`src/rtl/u8d_pkg.sv`:
```
`timescale 1ns / 1ps
// Shared types and constants of the UTF-8 stream decoder.
// Used by every module of the decoder; depends on nothing else.
package u8d_pkg;

	localparam int CP_W        = 21;
	localparam int TOTAL_W     = 32;
	localparam int CFG_IDX_W   = 2;
	localparam int CFG_DATA_W  = 1;
	localparam int EVQ_DEPTH   = 4;

	// Configuration register indexes.
	localparam logic [CFG_IDX_W-1:0] REG_INVALID_AS_NULL  = 2'd0;
	localparam logic [CFG_IDX_W-1:0] REG_DROP_LEADING_BOM = 2'd1;

	localparam logic [CP_W-1:0] REPL_CP     = 21'h00FFFD;
	localparam logic [CP_W-1:0] BOM_CP      = 21'h00FEFF;
	localparam logic [CP_W-1:0] MAX_CP      = 21'h10FFFF;
	localparam logic [CP_W-1:0] SURR_LO     = 21'h00D800;
	localparam logic [CP_W-1:0] SURR_HI     = 21'h00DFFF;
	localparam logic [CP_W-1:0] MIN_2BYTE   = 21'h000080;
	localparam logic [CP_W-1:0] MIN_3BYTE   = 21'h000800;
	localparam logic [CP_W-1:0] MIN_4BYTE   = 21'h010000;
	localparam logic [TOTAL_W-1:0] TOTAL_MAX = 32'hFFFF_FFFF;

	// Lead byte class limits.
	localparam logic [7:0] LEAD2_MAX = 8'hDF;
	localparam logic [7:0] LEAD3_MAX = 8'hEF;
	localparam logic [7:0] LEAD4_MAX = 8'hF4;

	// Results caused by one accepted byte: one or two, in order.
	typedef struct packed {
		logic [CP_W-1:0] cp0;
		logic            bad0;
		logic [CP_W-1:0] cp1;
		logic            bad1;
		logic            two;
	} u8d_event_t;

endpackage

```
`src/rtl/u8d_front.sv`:
```
`timescale 1ns / 1ps
// Front end of the UTF-8 decoder: classifies each byte, keeps the open
// sequence and builds the one or two results it causes. Uses u8d_pkg.
module u8d_front
	import u8d_pkg::*;
(
	input  logic             clk,
	input  logic             arst_n,
	input  logic             accept,
	input  logic [7:0]       byte_value,
	input  logic             flush,
	input  logic             invalid_as_null,
	input  logic             drop_leading_bom,
	output logic             ev_valid,
	output u8d_event_t       ev
);

	logic [1:0]      pending_q;
	logic [1:0]      seq_len_q;
	logic [CP_W-1:0] partial_q;
	logic            header_seen_q;

	logic [1:0]      pend_n;
	logic [1:0]      len_n;
	logic [CP_W-1:0] part_n;
	logic            hdr_n;
	logic [CP_W-1:0] inv_cp;
	logic            is_cont;
	logic            broken;
	logic            do_complete;
	logic [CP_W-1:0] cv;
	logic [1:0]      ce;
	logic            comp_bad;
	logic            main_v;
	logic [CP_W-1:0] main_cp;
	logic            main_bad;
	logic            tail;
	logic [1:0]      n_res;

	always_comb begin
		inv_cp      = invalid_as_null ? '0 : REPL_CP;
		is_cont     = (byte_value[7:6] == 2'b10);
		broken      = (pending_q != 2'd0) && !is_cont;
		pend_n      = broken ? 2'd0 : pending_q;
		len_n       = broken ? 2'd0 : seq_len_q;
		part_n      = broken ? '0 : partial_q;
		hdr_n       = header_seen_q;
		do_complete = 1'b0;
		cv          = '0;
		ce          = 2'd0;
		comp_bad    = 1'b0;
		main_v      = 1'b0;
		main_cp     = '0;
		main_bad    = 1'b0;

		if (!byte_value[7]) begin
			do_complete = 1'b1;
			cv          = {{(CP_W-8){1'b0}}, byte_value};
		end else if (is_cont) begin
			if (pend_n == 2'd0) begin
				// Stray continuation with no sequence open.
				main_v   = 1'b1;
				main_cp  = inv_cp;
				main_bad = 1'b1;
			end else begin
				part_n = {part_n[CP_W-7:0], byte_value[5:0]};
				pend_n = pend_n - 2'd1;
				if (pend_n == 2'd0) begin
					do_complete = 1'b1;
					cv          = part_n;
					ce          = len_n;
					part_n      = '0;
					len_n       = 2'd0;
				end
			end
		end else if (byte_value <= LEAD2_MAX) begin
			part_n = {{(CP_W-5){1'b0}}, byte_value[4:0]};
			pend_n = 2'd1;
			len_n  = 2'd1;
		end else if (byte_value <= LEAD3_MAX) begin
			part_n = {{(CP_W-4){1'b0}}, byte_value[3:0]};
			pend_n = 2'd2;
			len_n  = 2'd2;
		end else if (byte_value <= LEAD4_MAX) begin
			part_n = {{(CP_W-3){1'b0}}, byte_value[2:0]};
			pend_n = 2'd3;
			len_n  = 2'd3;
		end else begin
			part_n   = '0;
			pend_n   = 2'd0;
			len_n    = 2'd0;
			main_v   = 1'b1;
			main_cp  = inv_cp;
			main_bad = 1'b1;
		end

		if (do_complete) begin
			hdr_n    = 1'b1;
			comp_bad = ((ce == 2'd1) && (cv < MIN_2BYTE)) ||
			           ((ce == 2'd2) && (cv < MIN_3BYTE)) ||
			           ((ce == 2'd3) && (cv < MIN_4BYTE)) ||
			           ((cv >= SURR_LO) && (cv <= SURR_HI)) ||
			           (cv > MAX_CP);
			if (comp_bad) begin
				main_v   = 1'b1;
				main_cp  = inv_cp;
				main_bad = 1'b1;
			end else if (!(!header_seen_q && drop_leading_bom && (cv == BOM_CP))) begin
				main_v  = 1'b1;
				main_cp = cv;
			end
		end

		// A sequence still open at the end of the stream is replaced.
		tail = flush && (pend_n != 2'd0);
		if (tail) begin
			pend_n = 2'd0;
			len_n  = 2'd0;
			part_n = '0;
		end

		n_res    = {1'b0, broken} + {1'b0, main_v} + {1'b0, tail};
		ev_valid = accept && (n_res != 2'd0);
		ev.two   = (n_res == 2'd2);
		if (broken) begin
			ev.cp0  = inv_cp;
			ev.bad0 = 1'b1;
		end else if (main_v) begin
			ev.cp0  = main_cp;
			ev.bad0 = main_bad;
		end else begin
			ev.cp0  = inv_cp;
			ev.bad0 = 1'b1;
		end
		if (broken && main_v) begin
			ev.cp1  = main_cp;
			ev.bad1 = main_bad;
		end else begin
			ev.cp1  = inv_cp;
			ev.bad1 = 1'b1;
		end
	end

	always_ff @(posedge clk or negedge arst_n) begin
		if (!arst_n) begin
			pending_q     <= 2'd0;
			seq_len_q     <= 2'd0;
			partial_q     <= '0;
			header_seen_q <= 1'b0;
		end else if (accept) begin
			pending_q     <= pend_n;
			seq_len_q     <= len_n;
			partial_q     <= part_n;
			header_seen_q <= hdr_n;
		end
	end

endmodule

```
`src/rtl/u8d_evq.sv`:
```
`timescale 1ns / 1ps
// Short queue of decoded events between the front and back ends.
// Uses u8d_pkg for the event type.
module u8d_evq
	import u8d_pkg::*;
#(
	parameter int DEPTH = EVQ_DEPTH
) (
	input  logic       clk,
	input  logic       arst_n,
	input  logic       wr_en,
	input  u8d_event_t wr_data,
	input  logic       rd_en,
	output u8d_event_t rd_data,
	output logic       full,
	output logic       not_empty
);

	localparam int AW = (DEPTH > 1) ? $clog2(DEPTH) : 1;
	localparam int CW = $clog2(DEPTH + 1);

	u8d_event_t     mem_q [DEPTH];
	logic [AW-1:0]  wr_ptr_q;
	logic [AW-1:0]  rd_ptr_q;
	logic [CW-1:0]  count_q;
	logic           do_wr;
	logic           do_rd;

	assign full      = (count_q == CW'(DEPTH));
	assign not_empty = (count_q != '0);
	assign do_wr     = wr_en && !full;
	assign do_rd     = rd_en && not_empty;
	assign rd_data   = mem_q[rd_ptr_q];

	always_ff @(posedge clk) begin
		if (do_wr) begin
			mem_q[wr_ptr_q] <= wr_data;
		end
	end

	always_ff @(posedge clk or negedge arst_n) begin
		if (!arst_n) begin
			wr_ptr_q <= '0;
			rd_ptr_q <= '0;
			count_q  <= '0;
		end else begin
			if (do_wr) begin
				wr_ptr_q <= (wr_ptr_q == AW'(DEPTH - 1)) ? '0 : wr_ptr_q + AW'(1);
			end
			if (do_rd) begin
				rd_ptr_q <= (rd_ptr_q == AW'(DEPTH - 1)) ? '0 : rd_ptr_q + AW'(1);
			end
			case ({do_wr, do_rd})
				2'b10:   count_q <= count_q + CW'(1);
				2'b01:   count_q <= count_q - CW'(1);
				default: count_q <= count_q;
			endcase
		end
	end

endmodule

```
`src/rtl/u8d_back.sv`:
```
`timescale 1ns / 1ps
// Back end of the UTF-8 decoder: expands each event into results, keeps the
// saturating replacement count and holds the output register. Uses u8d_pkg.
module u8d_back
	import u8d_pkg::*;
(
	input  logic               clk,
	input  logic               arst_n,
	input  logic               ev_avail,
	input  u8d_event_t         ev,
	output logic               ev_take,
	input  logic               pop,
	output logic               empty,
	output logic [CP_W-1:0]    code_point,
	output logic               is_invalid,
	output logic [TOTAL_W-1:0] invalid_total,
	output logic               last
);

	logic               slot_q;
	logic               out_valid_q;
	logic [CP_W-1:0]    cp_q;
	logic               bad_q;
	logic [TOTAL_W-1:0] total_q;
	logic               last_q;
	logic [TOTAL_W-1:0] count_q;

	logic               load;
	logic [CP_W-1:0]    sel_cp;
	logic               sel_bad;
	logic               sel_last;
	logic [TOTAL_W-1:0] count_n;

	always_comb begin
		load     = ev_avail && (!out_valid_q || pop);
		sel_cp   = slot_q ? ev.cp1 : ev.cp0;
		sel_bad  = slot_q ? ev.bad1 : ev.bad0;
		sel_last = slot_q || !ev.two;
		count_n  = (sel_bad && (count_q != TOTAL_MAX)) ? count_q + TOTAL_W'(1) : count_q;
		ev_take  = load && sel_last;
	end

	always_ff @(posedge clk or negedge arst_n) begin
		if (!arst_n) begin
			slot_q      <= 1'b0;
			out_valid_q <= 1'b0;
			count_q     <= '0;
		end else begin
			if (load) begin
				slot_q      <= !sel_last;
				out_valid_q <= 1'b1;
				count_q     <= count_n;
			end else if (pop) begin
				out_valid_q <= 1'b0;
			end
		end
	end

	always_ff @(posedge clk) begin
		if (load) begin
			cp_q    <= sel_cp;
			bad_q   <= sel_bad;
			total_q <= count_n;
			last_q  <= sel_last;
		end
	end

	assign empty         = !out_valid_q;
	assign code_point    = cp_q;
	assign is_invalid    = bad_q;
	assign invalid_total = total_q;
	assign last          = last_q;

endmodule

```
`src/rtl/utf8_stream_decoder.sv`:
```
`timescale 1ns / 1ps
// UTF-8 stream decoder: takes one byte per transaction and gives one code point
// per completed sequence, with U+FFFD (or U+0000 when invalid_as_null is set) for
// each malformed case, a saturating count of replacements, and a dropped leading
// BOM when drop_leading_bom is set. A byte is accepted every cycle while the event
// queue (DEPTH entries) has room; results leave the output register at one per
// cycle while pop is given, so a byte that causes two results holds the back end
// longer and the queue absorbs the difference. The event of an accepted byte is
// written to the queue; its result reaches the output ports when the back end loads
// it into the output register. Uses u8d_pkg, u8d_front, u8d_evq and u8d_back.
module utf8_stream_decoder
	import u8d_pkg::*;
#(
	parameter int DEPTH = EVQ_DEPTH
) (
	input  logic                  clk,
	input  logic                  arst_n,
	input  logic                  cfg_we,
	input  logic [CFG_IDX_W-1:0]  cfg_index,
	input  logic [CFG_DATA_W-1:0] cfg_data,
	input  logic                  push,
	output logic                  full,
	input  logic [7:0]            byte_value,
	input  logic                  flush,
	output logic                  empty,
	input  logic                  pop,
	output logic [CP_W-1:0]       code_point,
	output logic                  is_invalid,
	output logic [TOTAL_W-1:0]    invalid_total,
	output logic                  last
);

	logic       invalid_as_null_q;
	logic       drop_leading_bom_q;
	logic       accept;
	logic       evq_push;
	u8d_event_t evq_wdata;
	u8d_event_t evq_rdata;
	logic       evq_full;
	logic       evq_avail;
	logic       evq_pop;

	always_ff @(posedge clk or negedge arst_n) begin
		if (!arst_n) begin
			invalid_as_null_q  <= 1'b0;
			drop_leading_bom_q <= 1'b1;
		end else if (cfg_we) begin
			case (cfg_index)
				REG_INVALID_AS_NULL:  invalid_as_null_q  <= cfg_data[0];
				REG_DROP_LEADING_BOM: drop_leading_bom_q <= cfg_data[0];
				default:              ;
			endcase
		end
	end

	assign full   = evq_full;
	assign accept = push && !evq_full;

	u8d_front u_front (
		.clk              (clk),
		.arst_n           (arst_n),
		.accept           (accept),
		.byte_value       (byte_value),
		.flush            (flush),
		.invalid_as_null  (invalid_as_null_q),
		.drop_leading_bom (drop_leading_bom_q),
		.ev_valid         (evq_push),
		.ev               (evq_wdata)
	);

	u8d_evq #(
		.DEPTH (DEPTH)
	) u_evq (
		.clk       (clk),
		.arst_n    (arst_n),
		.wr_en     (evq_push),
		.wr_data   (evq_wdata),
		.rd_en     (evq_pop),
		.rd_data   (evq_rdata),
		.full      (evq_full),
		.not_empty (evq_avail)
	);

	u8d_back u_back (
		.clk           (clk),
		.arst_n        (arst_n),
		.ev_avail      (evq_avail),
		.ev            (evq_rdata),
		.ev_take       (evq_pop),
		.pop           (pop),
		.empty         (empty),
		.code_point    (code_point),
		.is_invalid    (is_invalid),
		.invalid_total (invalid_total),
		.last          (last)
	);

`ifndef SYNTHESIS
	// Each replacement that follows a taken result counts exactly one more, unless the count has saturated.
	a_count_step: assert property (@(posedge clk) disable iff (!arst_n)
		(!empty && pop) ##1 (!empty && is_invalid) |->
			(invalid_total == $past(invalid_total) + TOTAL_W'(1)) ||
			($past(invalid_total) == TOTAL_MAX))
		else $error("replacement count did not advance by one");

	// A result that is not a replacement is a Unicode scalar value.
	a_scalar: assert property (@(posedge clk) disable iff (!arst_n)
		(!empty && !is_invalid) |->
			(code_point <= MAX_CP) && !((code_point >= SURR_LO) && (code_point <= SURR_HI)))
		else $error("valid result is not a scalar value");

	// The front end only produces events for accepted bytes.
	a_evq_push: assert property (@(posedge clk) disable iff (!arst_n)
		evq_push |-> (push && !evq_full))
		else $error("event written without an accepted byte");
`endif

endmodule
```
`config.mk`:
```
export PLATFORM = sky130hd
export DESIGN_NAME = utf8_stream_decoder
export DESIGN_NICKNAME = d
export VERILOG_FILES = /design/src/rtl/u8d_pkg.sv /design/src/rtl/u8d_front.sv /design/src/rtl/u8d_evq.sv /design/src/rtl/u8d_back.sv /design/src/rtl/utf8_stream_decoder.sv
export SDC_FILE = /design/constraint.sdc
export NUM_CORES = 1
export LEC_CHECK = 0
export BUFFER_PORTS_ARGS = -buffer_cell sky130_fd_sc_hd__buf_4
export CORE_MARGIN = 3
export CORE_UTILIZATION = 60
export CTS_CLUSTER_DIAMETER = 50
export DETAILED_ROUTE_END_ITERATION = 10
export GPL_TIMING_DRIVEN = 0
export PLACE_DENSITY = 0.8
export SETUP_SLACK_MARGIN = 0.15
export SYNTH_ARGS = -nofsm -noshare
export SYNTH_HDL_FRONTEND = slang
export SYNTH_SLANG_ARGS = --single-unit
```
`constraint.sdc`:
```
create_clock -name clk -period 12.85 [get_ports clk]
set_input_delay 0.6425 -clock clk [delete_from_list [all_inputs] [get_ports clk]]
set_output_delay 0.6425 -clock clk [all_outputs]
set_load 0.01 [all_outputs]
```
==> metrics.json, run 1 <==
{
  "outcome": {
    "outcome": "complete, no violations"
  },
  "cts": {
    "cts_repair_resize_count": 0,
    "cts_root_buf": "sky130_fd_sc_hd__clkbuf_16",
    "hold_buffers": 0,
    "cts_tree": "yes",
    "clock_path_buffers": 3,
    "clk_pin_slew_worst_paths_ns": 0.06,
    "h_tree_depth_reported_by_cts": 1,
    "cts.sinks": 298,
    "clkLatencyLatePin_ns": 0.55,
    "cts_buffers": 30,
    "post-cts-setup-buffer-count": 0
  },
  "place": {
    "io_buffers": 73,
    "postPlaceCellArea_mm2": 0.0137,
    "pre_cts_ws_ns": 8.02,
    "routabilityCongestion": 0.889,
    "detailedPlacementHpwl_um": 17000
  },
  "logic_synthesis": {
    "synth_most_common_cell": "sky130_fd_sc_hd__edfxtp_1",
    "post-synth-top-area-cell": "sky130_fd_sc_hd__edfxtp_1",
    "synth.distinct_cells": 64,
    "synth_cells": 857,
    "ys_seq_area_share_pct": 68.2,
    "post_synth_edffs": 235,
    "netlist.area_leader.share_pct": 55.8,
    "warnings_synthesis": 0,
    "synthArstFlopShare_pct": 21.1,
    "yosys_register_bits": 298,
    "postSynthAreaPerCell_um2": 14.8,
    "post_synth_instance_area_mm2": 0.0127,
    "dominantRegCellSynth": "sky130_fd_sc_hd__edfxtp_1",
    "synth_common_cells": "sky130_fd_sc_hd__edfxtp_1 (235), sky130_fd_sc_hd__nand2_1 (134), sky130_fd_sc_hd__dfrtp_1 (62), sky130_fd_sc_hd__mux4_2 (45), sky130_fd_sc_hd__nor2_1 (42)",
    "ys_top_cells_by_area": "sky130_fd_sc_hd__edfxtp_1 (56%), sky130_fd_sc_hd__dfrtp_1 (12%), sky130_fd_sc_hd__mux4_2 (8.0%), sky130_fd_sc_hd__nand2_1 (4.0%), sky130_fd_sc_hd__xnor2_1 (2.4%)"
  },
  "final_layout": {
    "final_nets": 1012,
    "num_antenna_cells": 0,
    "area_of_all_placed_cells_without_fillers_mm2": 0.0147,
    "synthToLayoutAreaGrowth_pct": 15.8,
    "drive_gt1_share_pct": 19.7
  },
  "grt": {
    "grt_antenna_before_repair": 0,
    "track_usage_pct": 23.5,
    "grt_max_degree": 64,
    "vias_in_the_first_global_route": 7580,
    "grt_remaining_overflow": 0,
    "wire_length_of_the_first_global_routing_pass_um": 41300
  },
  "route": {
    "drt-vias-per-instance": 5.94,
    "first_pass_iters": 5,
    "detail-route-antenna-nets": 0,
    "drt_drc_violations_left": 0,
    "drt-wirelength-per-cell_um": 20.4,
    "detail_route.iter0.violations": 730,
    "routed-via-count": 7591,
    "postRouteWirelength_um": 26000
  },
  "power_and_ir_drop": {
    "total_leakage_power_nw": 5.31,
    "clockPowerShare_pct": 26.6,
    "cellInternalPower_w": 0.00213,
    "power_w": 0.00308,
    "p_switching_w": 0.000944,
    "sequentialPowerShare_pct": 44.7,
    "sw_frac_of_total_pct": 30.7,
    "comb_power_share_pct": 28.7,
    "power.ir.vdd_worst_mv": 0.119,
    "power.density_cell_area_mw_per_mm2": 210
  },
  "sta": {
    "totalNegativeSetupSlack_ns": 0,
    "max_freq_mhz": 218,
    "clock_skew_ns": 0.0166,
    "max_slew_margin_pct": 23.7,
    "timing.final.crit_share_pct": 35.6,
    "final-hold-violation-count": 0,
    "final_max_slew_viol_count": 0,
    "setup_viol_count_final": 0,
    "worstMarginPinSlew_ns": 1.14,
    "setup_repair_after_global_routing_missed_its_margin": "no",
    "final_critical_path_setup_slack_ns": 8.27,
    "period_needed_ns": 4.58
  },
  "setup_path": {
    "timing.critical_path.to_type": "flop",
    "ff2ff_path_depth": 9,
    "reg2reg_slack_ns": 8.27,
    "worst-endpoint-required_ns": 13.08,
    "r2r_end": "u_evq.mem_q[0][22]",
    "cp-start-kind": "flop",
    "cp.arrival_ns": 4.81,
    "crit-reg2reg-launch": "u_front.pending_q[0]",
    "worst-setup-path-type": "flop to flop",
    "critical_path_fanout_max": 23
  },
  "run": {
    "max_cap_violations": 0
  },
  "hold_path": {
    "hold_class": "input port to async pin"
  },
  "floorplanning": {
    "floorplan.initialDensity_pct": 61.8,
    "coreArea_mm2": 0.0205,
    "boundaryPins": 74,
    "die_h_um": 151,
    "dieArea_mm2": 0.0229,
    "dieWidth_um": 151,
    "std_cell_rows": 52
  }
}
cell families after synthesis:
family                   synth area share (%)
flip-flops                               68.2
AND/OR/NAND/NOR                          10.7
AO/OA/AOI/OAI                            5.03
XOR/XNOR                                 4.50
buffers and inverters                    1.94
multiplexers                             8.61
adder cells (fa/ha/maj)                  1.01
other                                  0.0296
power by group through the flow:
stage               clock (W)  combinational (W)  sequential [W]
finish               0.000820           0.000882         0.00138
global placement            0           0.000829         0.00139
CTS                  0.000833           0.000888         0.00138
detailed placement          0           0.000873         0.00139
floorplan                   0           0.000539         0.00140
global route         0.000876           0.000960         0.00139
through the flow:
stage / utilization [%] / hold slack (ns) / instances
2_1_floorplan: - / 0.347 / 876
3_3_place_gp: 66.4 / 0.443 / 1219
3_5_place_dp: 66.9 / 0.443 / 1224
4_1_cts: 71.5 / 0.233 / 1277
5_1_grt: 71.5 / 0.263 / 1277
6_report: 71.5 / 0.205 / 1277
state kept, by name, summed over array words and instances, names as in the netlist, 2 cells and up:
signal,flops
u_evq.mem_q,180
u_front.partial_q,15
u_front.seq_len_q,2
u_back.invalid_total,32
u_front.pending_q,2
u_evq.count_q,3
u_evq.wr_ptr_q,2
u_back.count_q,32
u_evq.rd_ptr_q,2
u_back.code_point,21
placed cells by master, fill, tap and decap left out, types with 7 or more instances in the layout:
master	instances
sky130_fd_sc_hd__nor2_1	42
sky130_fd_sc_hd__mux4_2	45
sky130_fd_sc_hd__o21ai_0	17
sky130_fd_sc_hd__conb_1	20
sky130_fd_sc_hd__a21o_1	10
sky130_fd_sc_hd__edfxtp_1	235
sky130_fd_sc_hd__buf_1	7
sky130_fd_sc_hd__nor4_1	8
sky130_fd_sc_hd__ha_1	7
sky130_fd_sc_hd__nand4_1	8
sky130_fd_sc_hd__nor3_1	14
sky130_fd_sc_hd__clkbuf_16	31
sky130_fd_sc_hd__nand2_1	134
sky130_fd_sc_hd__a22o_1	9
sky130_fd_sc_hd__a31oi_1	9
sky130_fd_sc_hd__buf_4	76
sky130_fd_sc_hd__xor2_1	30
sky130_fd_sc_hd__a21oi_1	15
sky130_fd_sc_hd__clkbuf_1	23
sky130_fd_sc_hd__xnor2_1	35
sky130_fd_sc_hd__inv_1	23
sky130_fd_sc_hd__and3_1	8
sky130_fd_sc_hd__clkinv_1	7
sky130_fd_sc_hd__nand3_1	25
sky130_fd_sc_hd__dfrtp_1	62
worst max path at each step:
stage | start | endpoint | slack [ns] | depth (start not counted)
after floorplan | byte_value[6] | u_evq.mem_q[3][0] | 8.40 | 7
after global placement | byte_value[6] | u_evq.mem_q[1][42] | 7.02 | 8
after detailed placement | byte_value[6] | u_evq.mem_q[0][41] | 8.02 | 9
after CTS | u_front.partial_q[10] | u_evq.mem_q[0][22] | 8.30 | 8
after global routing | u_front.pending_q[0] | u_evq.mem_q[0][22] | 8.06 | 9
final | u_front.pending_q[0] | u_evq.mem_q[0][22] | 8.27 | 9
final cells by class:
type / instances / area [µm²]
well taps: 270 / 338
clock inverters: 19 / 149
fillers: 1286 / 5840
multi-input cells: 519 / 3850
repair buffers: 78 / 648
clock buffers: 34 / 787
inverters: 23 / 86.3
plain buffers: 36 / 160
flip-flops and latches: 298 / 8630
worst max-delay path, stage by stage (launching register included):
cell and delay (ns):
sky130_fd_sc_hd__dfrtp_1 0.31, sky130_fd_sc_hd__buf_2 0.21, sky130_fd_sc_hd__nand4bb_1 0.33, sky130_fd_sc_hd__or4_4 0.65, sky130_fd_sc_hd__o31a_1 0.30, sky130_fd_sc_hd__a211oi_1 0.42, sky130_fd_sc_hd__fa_1 0.48, sky130_fd_sc_hd__a21oi_1 0.55
sky130_fd_sc_hd__and2_2 0.70, sky130_fd_sc_hd__buf_12 0.28
per-layer routing:
metal	part of all wire (%)	wire (µm)	vias to the layer above	track usage, %
met3	8.5	2210	45	3.65
met2	52	13400	353	40.2
li1	-	-	3445	-
met5	0	0	-	0
met1	38	9890	3748	32.0
met4	1.9	504	0	6.35
Note: power is estimated with default switching activity, not from simulation.
==> run 2, diff against run 1 <==
- clock period: 12.85 -> 4.44 ns (I/O delays scaled with it)
==> metrics.json, run 2 (same netlist as run 1, synthesis figures left out) <==
{
  "power_and_ir_drop": {
    "comb_power_share": {"value": 27.7, "unit": "%", "change": "-1.0 points"},
    "sw_frac_of_total": {"value": 30.4, "unit": "%", "change": "-0.33 points"},
    "sequentialPowerShare": {"value": 43.4, "unit": "%", "change": "-1.3 points"},
    "total_leakage_power": {"value": 5.39, "unit": "nW", "change": "+1.5%"},
    "cellInternalPower": {"value": 0.00639, "unit": "W", "change": "+200%"},
    "p_switching": {"value": 0.00278, "unit": "W", "change": "+190%"},
    "clockPowerShare": {"value": 28.8, "unit": "%", "change": "+2.2 points"},
    "power.density_cell_area": {"value": 619, "unit": "mW/mm²", "change": "+190%"},
    "power.ir.vdd_worst": {"value": 0.373, "unit": "mV", "change": "+210%"}
  },
  "cts": {
    "cts_tree": "yes",
    "clk_pin_slew_worst_paths": {"value": 0.06, "unit": "ns", "change": "about the same"},
    "cts_root_buf": "sky130_fd_sc_hd__clkbuf_16",
    "cts_buffers": {"value": 31, "change": "+3.3%"},
    "h_tree_depth_reported_by_cts": {"value": 1, "change": "unchanged"},
    "clock_path_buffers": {"value": 3, "change": "unchanged"},
    "clkLatencyLatePin": {"value": 0.56, "unit": "ns", "change": "about the same"},
    "cts.sinks": {"value": 298, "change": "unchanged"}
  },
  "sta": {
    "max_slew_margin": {"value": 20.8, "unit": "%", "change": "-2.9 points"},
    "clock_skew": {"value": 0.0147, "unit": "ns", "change": "-0.00191 ns"},
    "setup_viol_count_final": {"value": 0, "change": "unchanged"},
    "period_needed": {"value": 4.06, "unit": "ns", "change": "-0.519 ns"},
    "worstMarginPinSlew": {"value": 1.18, "unit": "ns", "change": "+0.0425 ns"},
    "final_critical_path_setup_slack": {"value": 0.383, "unit": "ns", "change": "-7.89 ns"},
    "final_max_slew_viol_count": {"value": 0, "change": "unchanged"},
    "totalNegativeSetupSlack": {"value": 0, "unit": "ns", "change": "unchanged"},
    "timing.final.crit_share": {"value": 91.4, "unit": "%", "change": "+56 points"},
    "setup_repair_after_global_routing_missed_its_margin": "no",
    "max_freq": {"value": 246, "unit": "MHz", "change": "+13%"},
    "final-hold-violation-count": {"value": 0, "change": "unchanged"}
  },
  "final_layout": {
    "final_non_filler_cells": {"value": 1287, "change": "+0.78%"},
    "area_of_all_placed_cells_without_fillers": {"value": 0.0148, "unit": "mm²", "change": "+1.1%"},
    "layout.cells.most_common": "sky130_fd_sc_hd__edfxtp_1",
    "final_nets": {"value": 1018, "change": "+0.59%"},
    "num_antenna_cells": {"value": 0, "change": "unchanged"},
    "drive_gt1_share": {"value": 20.2, "unit": "%", "change": "+0.49 points"},
    "largest_reg_flops": {"value": 180, "change": "unchanged"},
    "synthToLayoutAreaGrowth_pct": 17.1,
    "regMostFlops": "u_evq.mem_q",
    "layout_common_cells": "sky130_fd_sc_hd__edfxtp_1 (235), sky130_fd_sc_hd__nand2_1 (134), sky130_fd_sc_hd__buf_4 (77)",
    "fillCellCount": {"value": 1236, "change": "-3.9%"}
  },
  "grt": {
    "grt_max_degree": {"value": 64, "change": "unchanged"},
    "vias_in_the_first_global_route": {"value": 7647, "change": "+0.88%"},
    "wire_length_of_the_first_global_routing_pass": {"value": 41100, "unit": "µm", "change": "-0.62%"},
    "grt_antenna_before_repair": {"value": 0, "change": "unchanged"},
    "track_usage": {"value": 23.2, "unit": "%", "change": "-0.36 points"},
    "grt_remaining_overflow": {"value": 0, "change": "unchanged"}
  },
  "floorplanning": {
    "std_cell_rows": {"value": 52, "change": "unchanged"},
    "floorplan.initialDensity": {"value": 61.8, "unit": "%", "change": "unchanged"},
    "dieArea": {"value": 0.0229, "unit": "mm²", "change": "unchanged"},
    "dieWidth": {"value": 151, "unit": "µm", "change": "unchanged"},
    "die_h": {"value": 151, "unit": "µm", "change": "unchanged"},
    "boundaryPins": {"value": 74, "change": "unchanged"},
    "coreArea": {"value": 0.0205, "unit": "mm²", "change": "unchanged"}
  },
  "route": {
    "postRouteWirelength": {"value": 25700, "unit": "µm", "change": "-1.2%"},
    "drt-wirelength-per-cell": {"value": 20.0, "unit": "µm", "change": "-2.0%"},
    "first_pass_iters": {"value": 5, "change": "unchanged"},
    "drt_drc_violations_left": {"value": 0, "change": "unchanged"},
    "detail_route.iter0.violations": {"value": 573, "change": "-22%"},
    "drt-vias-per-instance": {"value": 5.88, "change": "-1.1%"},
    "routed-via-count": {"value": 7565, "change": "-0.34%"},
    "detail-route-antenna-nets": {"value": 0, "change": "unchanged"}
  },
  "setup_path": {
    "worst-setup-path-type": "flop to flop",
    "timing.critical_path.to_type": "flop",
    "worst-endpoint-required": {"value": 4.62, "unit": "ns", "change": "-8.46 ns"},
    "cp-start-kind": "flop",
    "cp.arrival": {"value": 4.24, "unit": "ns", "change": "-0.57 ns"},
    "critical_path_fanout_max": {"value": 45, "change": "+96%"}
  },
  "place": {
    "routabilityCongestion": {"value": 0.923, "change": "+3.8%"},
    "place.detailed.instances": {"value": 1220, "change": "-0.33%"},
    "detailedPlacementHpwl": {"value": 16100, "unit": "µm", "change": "-5.6%"},
    "postPlaceCellArea": {"value": 0.0136, "unit": "mm²", "change": "-0.58%"},
    "io_buffers": {"value": 73, "change": "unchanged"},
    "pre_cts_ws": {"value": -0.344, "unit": "ns", "change": "-8.36 ns"}
  },
  "hold_path": {
    "hold_class": "input port to flop"
  },
  "outcome": {
    "outcome": "complete, no violations"
  },
  "run": {
    "max_cap_violations": {"value": 0, "change": "unchanged"}
  }
}
[run 2: changes by cell type in the layout (fill, tap and decap cells not counted), sizes merged]
cell,change
dlygate4sd3,+5
inv,+2
bufinv,+3
clkinvlp,-1
buf,-2
and2,+2
clkinv,+1
[run 2: power groups by stage]
stage          Clock [W]  Combinational, W  Sequential [W]
6_report         0.00264           0.00255         0.00399
5_1_grt          0.00280           0.00277         0.00403
4_1_cts          0.00267           0.00255         0.00399
3_5_place_dp           0           0.00248         0.00403
3_3_place_gp           0           0.00240         0.00402
2_1_floorplan          0           0.00156         0.00405
[run 2: cell type report]
class,instances,area (µm²),area share [%]
flip-flops and latches,298,8630,58.3
multi-input cells,521,3880,26.2
clock buffers,34,797,5.38
repair buffers,81,646,4.36
well taps,270,338,2.28
clock inverters,24,269,1.82
plain buffers,36,160,1.08
inverters,23,86.3,0.583
[run 2: critical path, stage by stage, from the launching register on]
cell and delay, ns:
sky130_fd_sc_hd__dfrtp_1 0.40, sky130_fd_sc_hd__or4_4 0.56, sky130_fd_sc_hd__or4_4 0.54, sky130_fd_sc_hd__o31a_1 0.31, sky130_fd_sc_hd__a211oi_1 0.39, sky130_fd_sc_hd__fa_1 0.51, sky130_fd_sc_hd__a21oi_4 0.19, sky130_fd_sc_hd__buf_12 0.15
sky130_fd_sc_hd__and2_4 0.59
[run 2: per-layer routing]
metal	global-route usage, %	up-vias	routed length (µm)
met4	6.66	0	602
met5	0	-	0
met3	3.35	52	1850
met2	39.4	327	13000
li1	-	3451	-
met1	31.7	3735	10300
[run 2: per-stage QoR]
| stage | util [%] | power, W | hold WS, ns |
|---|---|---|---|
| 2_1_floorplan | - | 0.00561 | -0.0736 |
| 3_3_place_gp | 66.5 | 0.00642 | 0.380 |
| 3_5_place_dp | 66.6 | 0.00651 | 0.387 |
| 4_1_cts | 72.1 | 0.00920 | 0.00364 |
| 5_1_grt | 72.3 | 0.00960 | 0.0238 |
| 6_report | 72.3 | 0.00917 | 0.0188 |
[run 2: path summary, 6_finish.rpt]
kind	from	end	slack [ns]	cells past startpoint
max in group asynchronous	arst_n	u_front.partial_q[9]	3.55	2
min in group asynchronous	arst_n	u_back.count_q[11]	0.32	2
worst max register to register	u_front.partial_q[10]	u_evq.mem_q[0][42]	0.38	8
worst min-delay path	byte_value[1]	u_front.partial_q[1]	0.02	3
worst max-delay path	u_front.partial_q[10]	u_evq.mem_q[0][42]	0.38	8
worst min register to register	u_front.header_seen_q	u_front.header_seen_q	0.47	1
[run 2: timing repair]
action | 4_1_cts | 5_1_grt
gates cloned | 2 | 0
hold endpoints to repair | 67 | 0
resized for setup | 5 | 1
buffers inserted | 0 | 2
endpoints found under the setup margin | 182 | 136
pin swaps | 2 | 1
hold buffers | 5 | 0
